<file path="src/assert_macros.svh">
// ----------------------------------------------------------------------------
// Assertion macros
// Shared concurrent assertion forms for the list block.
// ----------------------------------------------------------------------------
`ifndef ASSERT_MACROS_SVH
`define ASSERT_MACROS_SVH

// same-cycle implication
`define ASSERT_IMPLIES(label, clk, rst, ante, cons) \
   label: assert property (@(posedge clk) disable iff (rst) (ante) |-> (cons)) \
      else $error("assertion failed");

// next-cycle implication
`define ASSERT_NEXT(label, clk, rst, ante, cons) \
   label: assert property (@(posedge clk) disable iff (rst) (ante) |=> (cons)) \
      else $error("assertion failed");

`endif

</file>
<file path="src/alist_pkg.sv">
// ----------------------------------------------------------------------------
// alist_pkg
// Types and codes for the fixed-capacity ordered list.
// ----------------------------------------------------------------------------
package alist_pkg;

   localparam int POS_W = 7;

   typedef enum logic [2:0] {
      OP_INS_FRONT = 3'd0,
      OP_INS_BACK  = 3'd1,
      OP_DEL_FRONT = 3'd2,
      OP_DEL_BACK  = 3'd3,
      OP_INS_AT    = 3'd4,
      OP_DEL_AT    = 3'd5,
      OP_SEARCH    = 3'd6
   } op_type;

   typedef enum logic [2:0] {
      ST_OK       = 3'd0,
      ST_FULL     = 3'd1,
      ST_EMPTY    = 3'd2,
      ST_BADPOS   = 3'd3,
      ST_NOTFOUND = 3'd4
   } status_type;

   typedef struct packed {
      op_type             req_type;
      logic signed [31:0] value;
      logic [3:0]         position;
   } req_type;

   typedef struct packed {
      status_type status;
      logic [3:0] entry_count;
      logic [2:0] match_index;
   } rsp_type;

   typedef struct packed {
      logic             ins_en;
      logic             del_en;
      logic [POS_W-1:0] pos;
      logic [POS_W-1:0] count;
   } ctrl_type;

endpackage

</file>
<file path="src/alist_cell.sv">
// ----------------------------------------------------------------------------
// alist_cell
// One list slot: holds an entry, shifts with its neighbours, compares.
// ----------------------------------------------------------------------------
module alist_cell #(
   parameter int INDEX = 0
) (
   input  logic                      clock,
   input  alist_pkg::ctrl_type       ctrl,
   input  logic signed [31:0]        value_new,
   input  logic signed [31:0]        lower_in,
   input  logic signed [31:0]        upper_in,
   output logic signed [31:0]        entry_out,
   output logic                      match
);
   import alist_pkg::*;

   logic signed [31:0] entry_ff;
   logic signed [31:0] entry_in;
   logic [POS_W-1:0]   idx;

   assign idx = POS_W'(INDEX);

   always_comb begin
      entry_in = entry_ff;
      if (ctrl.ins_en) begin
         if (idx > ctrl.pos) begin
            entry_in = lower_in;
         end else if (idx == ctrl.pos) begin
            entry_in = value_new;
         end
      end else if (ctrl.del_en) begin
         if (idx >= ctrl.pos) begin
            entry_in = upper_in;
         end
      end
   end

   always_ff @(posedge clock) begin
      entry_ff <= entry_in;
   end

   assign entry_out = entry_ff;
   assign match     = (idx < ctrl.count) && (entry_ff == value_new);

endmodule

</file>
<file path="src/array_list_insert_delete_search.sv">
// ----------------------------------------------------------------------------
// array_list_insert_delete_search
// Fixed-capacity ordered list of signed 32-bit values.
// ----------------------------------------------------------------------------
// Takes one request every clock cycle: busy stays low. All slots shift and
// compare in parallel in a row of cells, so each request finishes in the
// cycle it is taken and its result beat appears on rsp_item, marked by
// rsp_valid, for exactly one cycle starting at the next clock edge. The
// receiver cannot hold results off and must take every beat.
// ----------------------------------------------------------------------------
module array_list_insert_delete_search #(
   parameter int CAPACITY = 8
) (
   input  logic               clock,
   input  logic               reset,
   input  logic               start,
   output logic               busy,
   input  alist_pkg::req_type req_item,
   output logic               rsp_valid,
   output alist_pkg::rsp_type rsp_item
);
   import alist_pkg::*;

   `include "assert_macros.svh"

   localparam int CW = $clog2(CAPACITY + 1);
   localparam int IW = $clog2(CAPACITY);

   logic [CW-1:0]      cnt_ff, cnt_in;
   logic               rsp_valid_ff;
   rsp_type            rsp_ff, rsp_in;
   ctrl_type           ctrl;
   logic               accept;
   logic [POS_W-1:0]   cnt_x, pos_x;
   logic               full, empty;
   logic [CAPACITY-1:0] match_vec, first_vec;
   logic [IW-1:0]      first_idx;
   logic signed [31:0] entry_vec [CAPACITY];
   logic               rsp_full;

   assign busy   = 1'b0;
   assign accept = start && !busy;
   assign cnt_x  = POS_W'(cnt_ff);
   assign pos_x  = POS_W'(req_item.position);
   assign full   = (cnt_x == POS_W'(CAPACITY));
   assign empty  = (cnt_ff == '0);

   assign first_vec = match_vec & (~match_vec + CAPACITY'(1));

   always_comb begin
      first_idx = '0;
      for (int i = 0; i < CAPACITY; i++) begin
         first_idx = first_idx | (first_vec[i] ? IW'(i) : IW'(0));
      end
   end

   always_comb begin
      ctrl        = '0;
      ctrl.count  = cnt_x;
      rsp_in      = '0;
      rsp_in.status = ST_OK;
      unique case (req_item.req_type) inside
         OP_INS_FRONT, OP_INS_BACK, OP_INS_AT: begin
            if (req_item.req_type == OP_INS_FRONT) begin
               ctrl.pos = '0;
            end else if (req_item.req_type == OP_INS_BACK) begin
               ctrl.pos = cnt_x;
            end else begin
               ctrl.pos = pos_x;
            end
            if (full) begin
               rsp_in.status = ST_FULL;
            end else if (ctrl.pos > cnt_x) begin
               rsp_in.status = ST_BADPOS;
            end else begin
               ctrl.ins_en = 1'b1;
            end
         end
         OP_DEL_FRONT, OP_DEL_BACK, OP_DEL_AT: begin
            if (req_item.req_type == OP_DEL_FRONT) begin
               ctrl.pos = '0;
            end else if (req_item.req_type == OP_DEL_BACK) begin
               ctrl.pos = cnt_x - POS_W'(1);
            end else begin
               ctrl.pos = pos_x;
            end
            if (empty) begin
               rsp_in.status = ST_EMPTY;
            end else if (ctrl.pos >= cnt_x) begin
               rsp_in.status = ST_BADPOS;
            end else begin
               ctrl.del_en = 1'b1;
            end
         end
         OP_SEARCH: begin
            if (|match_vec) begin
               rsp_in.match_index = 3'(first_idx);
            end else begin
               rsp_in.status = ST_NOTFOUND;
            end
         end
         default: begin
         end
      endcase
      if (!accept) begin
         ctrl.ins_en = 1'b0;
         ctrl.del_en = 1'b0;
      end
      cnt_in = cnt_ff;
      if (ctrl.ins_en) begin
         cnt_in = cnt_ff + CW'(1);
      end else if (ctrl.del_en) begin
         cnt_in = cnt_ff - CW'(1);
      end
      rsp_in.entry_count = 4'(cnt_in);
   end

   for (genvar g = 0; g < CAPACITY; g++) begin : g_cell
      logic signed [31:0] lower, upper;
      if (g == 0) begin : g_first
         assign lower = req_item.value;
      end else begin : g_lower
         assign lower = entry_vec[g-1];
      end
      if (g == CAPACITY - 1) begin : g_last
         assign upper = entry_vec[g];
      end else begin : g_upper
         assign upper = entry_vec[g+1];
      end
      alist_cell #(.INDEX(g)) u_cell (
         .clock     (clock),
         .ctrl      (ctrl),
         .value_new (req_item.value),
         .lower_in  (lower),
         .upper_in  (upper),
         .entry_out (entry_vec[g]),
         .match     (match_vec[g])
      );
   end

   always_ff @(posedge clock) begin
      if (reset) begin
         cnt_ff       <= '0;
         rsp_valid_ff <= 1'b0;
      end else begin
         cnt_ff       <= cnt_in;
         rsp_valid_ff <= accept;
      end
   end

   always_ff @(posedge clock) begin
      if (accept) begin
         rsp_ff <= rsp_in;
      end
   end

   assign rsp_valid = rsp_valid_ff;
   assign rsp_item  = rsp_ff;
   assign rsp_full  = rsp_valid && (rsp_item.status == ST_FULL);

   `ASSERT_NEXT(a_beat_follows, clock, reset, accept, rsp_valid)
   `ASSERT_NEXT(a_no_stray_beat, clock, reset, !accept, !rsp_valid)
   `ASSERT_IMPLIES(a_cnt_bound, clock, reset, 1'b1, cnt_ff <= CW'(CAPACITY))
   `ASSERT_IMPLIES(a_full_count, clock, reset, rsp_full, rsp_item.entry_count == 4'(CAPACITY))

endmodule

</file>
<file path="config.mk">
export PLATFORM = sky130hd
export DESIGN_NAME = array_list_insert_delete_search
export DESIGN_NICKNAME = d
export VERILOG_FILES = /design/src/alist_pkg.sv /design/src/alist_cell.sv /design/src/array_list_insert_delete_search.sv
export VERILOG_INCLUDE_DIRS = /design/src /design/src/src
export SDC_FILE = /design/constraint.sdc
export NUM_CORES = 1
export LEC_CHECK = 0
export BUFFER_PORTS_ARGS = -buffer_cell sky130_fd_sc_hd__buf_2
export CAP_MARGIN = 15
export CORE_MARGIN = 4
export CORE_UTILIZATION = 55
export CTS_BUF_LIST = sky130_fd_sc_hd__clkbuf_8
export DETAILED_ROUTE_END_ITERATION = 10
export GPL_TIMING_DRIVEN = 0
export PLACE_DENSITY = 0.72
export SETUP_SLACK_MARGIN = 0.2
export SLEW_MARGIN = 20
export SYNTH_ARGS = -nofsm -noshare
export SYNTH_HDL_FRONTEND = slang
export SYNTH_SLANG_ARGS = --single-unit
</file>
<file path="constraint.sdc">
create_clock -name clock -period 18.86 [get_ports clock]
set_input_delay 1.886 -clock clock [delete_from_list [all_inputs] [get_ports clock]]
set_output_delay 1.886 -clock clock [all_outputs]
set_load 0.05 [all_outputs]
</file>
== Word level (Yosys, flattened, before mapping) ==
Cells that the tools add are included.

* Mux-type cells: 66
* Bitwise gates (word level): 8
* Reduce and logical (&&, ||, !) cells: 32
* Add/sub/neg operators: 4
* Eq/ne operators: 29
* Order comparisons: 25

{| class="wikitable"
|+ Operator list
! operator !! count
|-
| 2-to-1 mux 32 bit || 37
|-
| == test 32 bit || 8
|-
| == test 3 x 7 -> 1 bit (first input constant) || 4
|-
| > comparator 3 x 7 -> 1 bit (first input constant) || 4
|-
| 2-to-1 mux 7 bit || 4
|-
| >= comparator 3 x 7 -> 1 bit (first input constant) || 3
|-
| != test 3 x 1 -> 1 bit (second input constant) || 7
|-
| AND reduction 3 bit || 7
|-
| nonzero test 2 bit || 9
|-
| less-than comparator 3 x 4 -> 1 bit (first input constant) || 4
|-
| 2-to-1 mux 4 bit || 4
|-
| 2-to-1 mux 3 bit || 5
|-
| == test 2 x 7 -> 1 bit (first input constant) || 2
|-
| >= comparator 1 x 7 -> 1 bit (first input constant) || 2
|-
| >= comparator 2 x 7 -> 1 bit (first input constant) || 2
|-
| > comparator 1 x 7 -> 1 bit (first input constant) || 2
|-
| > comparator 2 x 7 -> 1 bit (first input constant) || 2
|-
| 2-to-1 mux 2 bit || 7
|-
| one-hot mux 7 bit (2 select lines) || 1
|-
| == test 3 bit (second input constant) || 3
|-
| OR 3 bit || 3
|-
| one-hot mux 3 bit (3 select lines) || 1
|-
| adder 8 x 1 -> 8 bit (second input constant) || 1
|-
| AND 8 bit || 1
|-
| 23 further kinds || 41
|}

* Output and inout bits: 12
* Word-level logic and storage cells: 177
* Input port bits: 42
* Register bits: 271

== Logic depth before layout (Yosys ltp) ==
Gate-level depths: netlist of the first run.

* Depth in word-level cells: 12
* Depth in mapped cells: 16
* Gate-level depth less buffers: 11

== Cells and area by module ==
From an unflattened synthesis of the first run, not the netlist that was laid out.

* Cell total of the unflattened synthesis: 1565
* Area, all modules: 17207.8 um^2

{| class="wikitable"
|+ By module, submodules not included
! module !! area an instance (um^2) !! seq. area each (um^2) !! instances !! cells each
|-
| alist_cell at g_cell[6].u_cell || 2055.7 || 960.9 || 1 || 188
|-
| alist_cell at g_cell[4].u_cell || 2054.5 || 960.9 || 1 || 188
|-
| alist_cell at g_cell[5].u_cell || 2035.7 || 960.9 || 1 || 188
|-
| alist_cell at g_cell[7].u_cell || 2025.7 || 960.9 || 1 || 187
|-
| alist_cell at g_cell[1].u_cell || 2024.4 || 960.9 || 1 || 187
|-
| alist_cell at g_cell[2].u_cell || 2023.2 || 960.9 || 1 || 187
|-
| alist_cell at g_cell[3].u_cell || 2020.7 || 960.9 || 1 || 187
|-
| alist_cell at g_cell[0].u_cell || 1744.2 || 960.9 || 1 || 116
|-
| array_list_insert_delete_search || 1223.7 || 400.4 || 1 || 137
|}

== Worst setup path after synthesis of the first run ==
OpenSTA, ideal clock, no wires.

* Path type: input port to flip-flop
* Start: input port req_item[37] in the netlist's numbering
* End: register g_cell[0].u_cell.entry_ff[0] (enable)
* Slack: 11.107 ns
* Setup time: 0.502 ns
* Arrival: 7.251 ns
* Path buffers: 2
* Data required time: 18.358 ns
* Cell stages on the path: 11
* Cell sequence: buf_4 clkbuf_1 nand2b_1 a21oi_1 ha_1 nand2b_1 a21o_1 a21o_1 a2111oi_0 a21oi_2 nor4_1

* Word-level cells in the longest chain between the ends: 11
* Elaborated cells on any way between the ends: 31
* Classes of those cells: order compare (4); eq/ne (6); mux (14); reduce/logical (7)

{| class="wikitable"
|+ RTL lines
! what !! line !! source
|-
| from (decl) || array_list_insert_delete_search.sv:18 || <nowiki>input alist_pkg::req_type req_item,</nowiki>
|-
| == test 3 x 1 -> 1 bit / == test 3 x 2 -> 1 bit (equally long branches) || array_list_insert_delete_search.sv:66, array_list_insert_delete_search.sv:82 ||
|-
| 2-to-1 mux 4 bit / 2-to-1 mux 7 bit (equally long branches) || array_list_insert_delete_search.sv:66, array_list_insert_delete_search.sv:82 ||
|-
| 2-to-1 mux 4 bit / 2-to-1 mux 7 bit (equally long branches) || array_list_insert_delete_search.sv:64, array_list_insert_delete_search.sv:80 ||
|-
| 2-to-1 mux 7 bit || array_list_insert_delete_search.sv:62 || <nowiki>unique case (req_item.req_type) inside</nowiki>
|-
| > comparator 7 x 4 -> 1 bit / >= comparator 7 x 4 -> 1 bit (equally long branches) || array_list_insert_delete_search.sv:73, array_list_insert_delete_search.sv:89 ||
|-
| 2-to-1 mux 1 bit, on equally long branches || array_list_insert_delete_search.sv:73, array_list_insert_delete_search.sv:89 ||
|-
| 2-to-1 mux 1 bit, on equally long branches || array_list_insert_delete_search.sv:71, array_list_insert_delete_search.sv:87 ||
|-
| 2-to-1 mux 1 bit || array_list_insert_delete_search.sv:62 ||
|-
| 2-to-1 mux 2 bit || array_list_insert_delete_search.sv:105 || <nowiki>if (!accept) begin</nowiki>
|-
| != test 3 x 1 -> 1 bit (no line) / nonzero test 2 bit (equally long branches) || -- ||
|-
| AND reduction 3 bit (no line) (*) || -- ||
|-
| to (signal assigned) || alist_cell.sv:40 || <nowiki>entry_ff <= entry_in;</nowiki>
|-
| to (decl) || alist_cell.sv:18 || <nowiki>logic signed [31:0] entry_ff;</nowiki>
|}

Mark *: on every way between the ends. The rest lies on a longest branch, timed or not. The select of a mux whose other input is x is not followed.
A chain may end at the register's enable or synchronous reset.

== Worst setup path in the final report of the first run ==
* Start: input port req_item[37] in the netlist's numbering
* End: register g_cell[0].u_cell.entry_ff[4] (enable)

The elaborated chain is that of the path after synthesis.

==> flow_summary.ini, run 1 <==
[route]
viasPerCell = 6.49
drt_first_pass_iters = 6
postRouteAntennaNets = 0
drtIter0Drc = 1990
route.detailed.drc = 0
vias = 13930
wl_per_cell_um = 27.8
wirelength_um = 59600

[layout]
seq_area_sq_mm = 0.00809
drive_above_1_share_pct = 14.1
area_growth_pct = 10.0
fin_nets = 1765
fin_util_pct = 61.3
num-fill-cells = 2636
multi_input_area_sq_mm = 0.00817
stdcell_count = 2145

[hold_path]
hold_depth = 2
hp-class = reg -> reg
hold_end = g_cell[6].u_cell.entry_out[11]$_DFFE_PP_
hp-start = g_cell[7].u_cell.entry_out[11]$_DFFE_PP_

[sta]
finClkSkew_ns = 0.0383
drv_slew = 0
period_needed_ns = 6.04
hold_viol_final = 0
max_freq_ghz = 0.166
setup_tns_ns = 0
relSlewSlack_pct = 24.7
rsz0062_at_grt = no
tightest_slew_ns = 1.12
setup_viol = 0
layout_setup_ws_ns = 12.82
post-route-period-util_pct = 32.0

[clock_network]
cts-root-buf = clkbuf_8
cts.sinks = 271
hold_buffers = 0
cts-htree-levels = 2
numCtsBuffers = 49
clk_pin_slew_ns = 0.06
clockBufferDepth = 3
cts_setup_buffers = 0
cts_resized = 0
clkLatencyLatePin_ns = 0.59
cts_tree = built

[place]
dp_cells = 2058
port_buffers = 18
dp_hpwl_um = 46200
preCtsSetupSlack_ns = 12.24
routabilityCongestion = 1.07

[pwr]
powerDensity_mw_per_mm2 = 81.3
ir_drop_mv = 0.0578
seqPwrFrac_pct = 46.8
p_switching_mw = 0.468
switching_share_pct = 30.7
p_leak_nw = 7.47
combPwrFrac_pct = 19.4
p_int_mw = 1.06
clock_power_share_pct = 33.8

[logic_synthesis]
ys.flop_type = edfxtp_1
synth_edf_count = 266
synthDistinctLibCells = 64
syn_area_sq_mm = 0.0171
synth_nets = 1680
ys_seq_area_share_pct = 47.4
syn_area_per_cell_sq_um = 10.5
synthCells = 1628
synthArstFlopShare_pct = 0
ys_seq_elements = 271
yosys_warnings = 0

[critical_path]
path_max_fanout = 10
worstSetupEndpointType = register
crit_arrival_ns = 6.32
cp-start-kind = input pin
timing.rr.end = g_cell[0].u_cell.entry_out[4]$_DFFE_PP_
rr_worst_depth = 14
reg2reg_from = cnt_ff[1]$_SDFF_PP0_
critPathKind = in -> reg
r2r_slack_ns = 13.73
crit_required_ns = 19.14

[global_routing]
grt_util_all_layers_pct = 34.5
overflow = 0
use_met2_pct = 56.9
antenna_found_initial = 1
grt_max_degree = 28
gr-max-usage-layer = met2
grt_pass1_wl_um = 86900
grt_pass1_vias = 13459
gr-usage-met3_pct = 6.11
use_met1_pct = 46.5

[outcome]
status = completed

[die]
start_util_pct = 55.7
dieArea_sq_mm = 0.0339
core_area_sq_mm = 0.0306
die_y_um = 184
die_w_um = 184
ioPinCount = 54
placementRows = 64

[flow_run]
drv_cap = 0
critical path, cell delays in order:
cell and delay [ns]:
buf_4 0.14, clkbuf_1 0.35, nand2b_1 0.19, a21oi_1 0.22, ha_1 0.25, nand2b_1 0.14
a21o_1 0.17, a21o_1 0.20, a2111oi_1 0.95, a21oi_2 0.38, nor4_2 0.39, buf_2 0.28
buf_2 0.24, buf_2 0.25, buf_2 0.25
flip-flops by register name, indices dropped and copies added, names as in the netlist:
signal,count
cnt_ff,4
g_cell.u_cell.entry_out,256
rsp_item,10
rsp_valid,1
layer usage:
layer | wire, um | part of all wire [%]
met1 | 22800 | 38
met2 | 28000 | 47
met3 | 6400 | 11
met4 | 2480 | 4.2
met5 | 0 | 0
placed cells by master (no fill, tap or decap), types with 29 or more instances in the layout:
master / instances
buf_2: 89
inv_1: 39
mux2i_1: 192
nand4_1: 29
edfxtp_1: 266
clkbuf_8: 54
mux2_2: 32
nand2_1: 298
nor4_1: 42
clkbuf_1: 30
o21ai_0: 160
xor2_1: 166
xnor2_1: 90
o21ai_1: 48
cells in the mapped netlist (2+ instances only):
cell	instances	area [sq um]
nor3_1	12	60.1
buf_6	14	158
xnor2_1	90	788
edfxtp_1	266	7990
clkbuf_2	12	60.1
and2_1	4	25.0
o211ai_1	3	22.5
a211oi_1	4	30.0
nand2_1	298	1120
a21oi_1	10	50.1
o21ai_0	160	801
buf_4	13	97.6
o21a_1	3	22.5
nor2_1	18	67.6
nor4_1	43	269
and3_1	4	25.0
or4_1	2	15.0
a32o_1	2	20.0
mux2_2	32	360
nand4_1	29	181
xor2_1	166	1450
mux2i_1	192	1920
a2111o_1	2	22.5
o21ai_1	48	240
buf_2	66	330
or2_2	2	12.5
buf_1	12	45.0
a2111oi_0	3	26.3
nand2b_1	5	31.3
nor2b_1	10	62.6
ha_1	10	125
clkbuf_1	30	113
a21o_1	4	30.0
inv_1	13	48.8
a2bb2oi_1	2	17.5
dfxtp_1	5	100
nand3_1	9	45.0
o311a_1	2	20.0
and4_1	3	26.3
final cells by class:
type / instances / share of cell area, %
multi-input cells: 1197 / 43.5
flip-flops and latches: 271 / 43.1
plain buffers: 147 / 4.28
clock buffers: 54 / 3.96
well taps: 396 / 2.64
repair buffers: 34 / 1.51
clock inverters: 31 / 0.654
inverters: 13 / 0.260
diodes: 2 / 0.0267
power by group through the flow:
stage               sequential (mW)  clock, mW  combinational (mW)
detailed placement            0.725          0               0.286
global route                  0.714      0.546               0.310
floorplan                     0.724          0               0.191
finish                        0.713      0.516               0.296
CTS                           0.713      0.513               0.287
global placement              0.727          0               0.274
worst max path at each step:
stage,start,end,slack (ns),cells after the start
after detailed placement,req_item[37],g_cell[0].u_cell.entry_out[12]$_DFFE_PP_,12.24,15
after global placement,req_item[37],g_cell[0].u_cell.entry_out[15]$_DFFE_PP_,7.98,11
after CTS,req_item[37],g_cell[0].u_cell.entry_out[4]$_DFFE_PP_,12.86,15
after global routing,req_item[37],g_cell[0].u_cell.entry_out[4]$_DFFE_PP_,12.66,15
after floorplan,req_item[37],g_cell[0].u_cell.entry_out[0]$_DFFE_PP_,11.11,11
final,req_item[37],g_cell[0].u_cell.entry_out[4]$_DFFE_PP_,12.82,15
through the flow:
| stage | power, mW | hold slack [ns] | instance area (sq um) |
|---|---|---|---|
| after floorplan | 0.915 | 0.528 | 17100 |
| after global placement | 1.00 | 0.552 | 17600 |
| after detailed placement | 1.01 | 0.571 | 17900 |
| after CTS | 1.51 | 0.578 | 18800 |
| after global routing | 1.57 | 0.620 | 18800 |
| final | 1.53 | 0.590 | 18800 |
cells by family after synthesis:
logic type               Yosys count  synth area share (%)
AND/OR/NAND/NOR                  448                  11.9
flip-flops                       271                  47.4
AO/OA/AOI/OAI                    258                  8.41
XOR/XNOR                         256                  13.2
multiplexers                     224                  13.4
buffers and inverters            160                  5.00
adder cells (fa/ha/maj)           10                 0.734
other                              1                0.0220
No activity file was read; power rests on OpenSTA's default activity.
==> inputs of run 2 (changes only) <==
==> constraint.sdc (replaced) <==
create_clock -name clock -period 5.7 [get_ports clock]
set_input_delay 0.57 -clock clock [delete_from_list [all_inputs] [get_ports clock]]
set_output_delay 0.57 -clock clock [all_outputs]
set_load 0.05 [all_outputs]
==> flow_summary.ini, run 2 (same netlist as run 1, synthesis figures left out) <==
[outcome]
status = completed

[die]
placementRows = 64
die_w_um = 184
start_util_pct = 55.7
dieArea_sq_mm = 0.0339
die_y_um = 184
ioPinCount = 54
core_area_sq_mm = 0.0306

[pwr]
p_leak_nw = 7.43
ir_drop_mv = 0.150
powerDensity_mw_per_mm2 = 266

[layout]
drive_above_1_share_pct = 13.6
antennaDiodeCount = 0
mostFrequentLayoutCells = nand2_1 (298), edfxtp_1 (266), mux2i_1 (192)
num-fill-cells = 2645
fin_nets = 1760
largest_reg_flops = 256
layout_commonest_cell = nand2_1
area_growth_pct = 9.88

[sta]
rsz0062_at_grt = no
holdWs_ns = 0.276
finClkSkew_ns = 0.0300
period_needed_ns = 4.64
max_freq_ghz = 0.216
post-route-period-util_pct = 81.4
drv_slew = 0
setup_viol = 0
setup_tns_ns = 0
hold_viol_final = 0
relSlewSlack_pct = 27.5
tightest_slew_ns = 1.09
layout_setup_ws_ns = 1.06

[route]
drtIter0Drc = 2057
route.detailed.drc = 0
postRouteAntennaNets = 0
wirelength_um = 59200
wl_per_cell_um = 27.7
vias = 13770
viasPerCell = 6.45
drt_first_pass_iters = 5

[global_routing]
grt_max_degree = 29
overflow = 0
antenna_found_initial = 0
grt_pass1_vias = 13624
grt_util_all_layers_pct = 34.3
grt_pass1_wl_um = 86000

[critical_path]
crit_arrival_ns = 4.92
path_max_fanout = 10
timing.rr.end = g_cell[0].u_cell.entry_out[12]$_DFFE_PP_
startpoint = cnt_ff[0]$_SDFF_PP0_
reg2reg_from = cnt_ff[0]$_SDFF_PP0_
critPathCapture = g_cell[0].u_cell.entry_out[12]$_DFFE_PP_
worstSetupEndpointType = register
crit_required_ns = 5.98
r2r_slack_ns = 1.06
rr_worst_depth = 12
cp-start-kind = register
critPathKind = reg -> reg

[clock_network]
clk_pin_slew_ns = 0.05
cts_resized = 0
numCtsBuffers = 48
cts_setup_buffers = 0
cts_tree = built
cts-root-buf = clkbuf_8
hold_buffers = 0
clockBufferDepth = 3
cts-htree-levels = 2
clkLatencyLatePin_ns = 0.58
cts.sinks = 271

[flow_run]
drv_cap = 0

[place]
dp_hpwl_um = 45900
port_buffers = 18
routabilityCongestion = 1.12
preCtsSetupSlack_ns = 0.944

[hold_path]
hp-class = in -> reg
[run 2: area by class of cell]
type	count	area [sq um]	area share, %
plain buffers	147	803	4.29
clock buffers	50	688	3.67
clock inverters	31	124	0.661
inverters	13	48.8	0.260
multi-input cells	1197	8180	43.7
flip-flops and latches	271	8090	43.2
well taps	396	495	2.64
repair buffers	30	307	1.64
[run 2: worst min path at each step]
stage                                        startpoint                                        to  slack [ns]  depth (start not counted)
3_5_place_dp    g_cell[7].u_cell.entry_out[1]$_DFFE_PP_   g_cell[6].u_cell.entry_out[1]$_DFFE_PP_        0.57                          2
4_1_cts                                           reset                      cnt_ff[0]$_SDFF_PP0_        0.26                          2
5_1_grt                                           reset                      cnt_ff[0]$_SDFF_PP0_        0.26                          2
2_1_floorplan  g_cell[7].u_cell.entry_out[17]$_DFFE_PP_  g_cell[6].u_cell.entry_out[17]$_DFFE_PP_        0.53                          2
3_3_place_gp    g_cell[7].u_cell.entry_out[1]$_DFFE_PP_   g_cell[6].u_cell.entry_out[1]$_DFFE_PP_        0.56                          2
6_report                                          reset                      cnt_ff[0]$_SDFF_PP0_        0.28                          2
[run 2: critical path, stage by stage (launching register included)]
cell and delay (ns):
dfxtp_1 0.62, inv_1 0.12, ha_1 0.32, nor2b_1 0.17
o21ai_0 0.09, o21ai_0 0.25, ha_1 0.28, a21o_1 0.18
a2111oi_1 0.88, a21oi_2 0.39, nor4_4 0.57, buf_6 0.26
buf_6 0.18
[run 2: metal layers]
metal	global-route usage, %	share of wire [%]
met3	8.19	11
met5	0	0
met1	44.1	37
met4	13.5	4.8
met2	56.2	47
[run 2: stage by stage]
stage	util, %	power, mW	cell area [sq um]	std cells
after floorplan	-	3.03	17100	1628
after global placement	57.7	3.31	17700	2042
after detailed placement	58.6	3.35	17900	2054
after CTS	61.2	4.95	18700	2135
after global routing	61.2	5.13	18700	2135
final	61.2	4.98	18700	2135
[run 2: report_power, final]
group          total [mW]  internal (mW)  switching, mW
Combinational       0.984          0.349          0.635
Sequential           2.36           2.29         0.0675
Clock                1.63          0.803          0.832
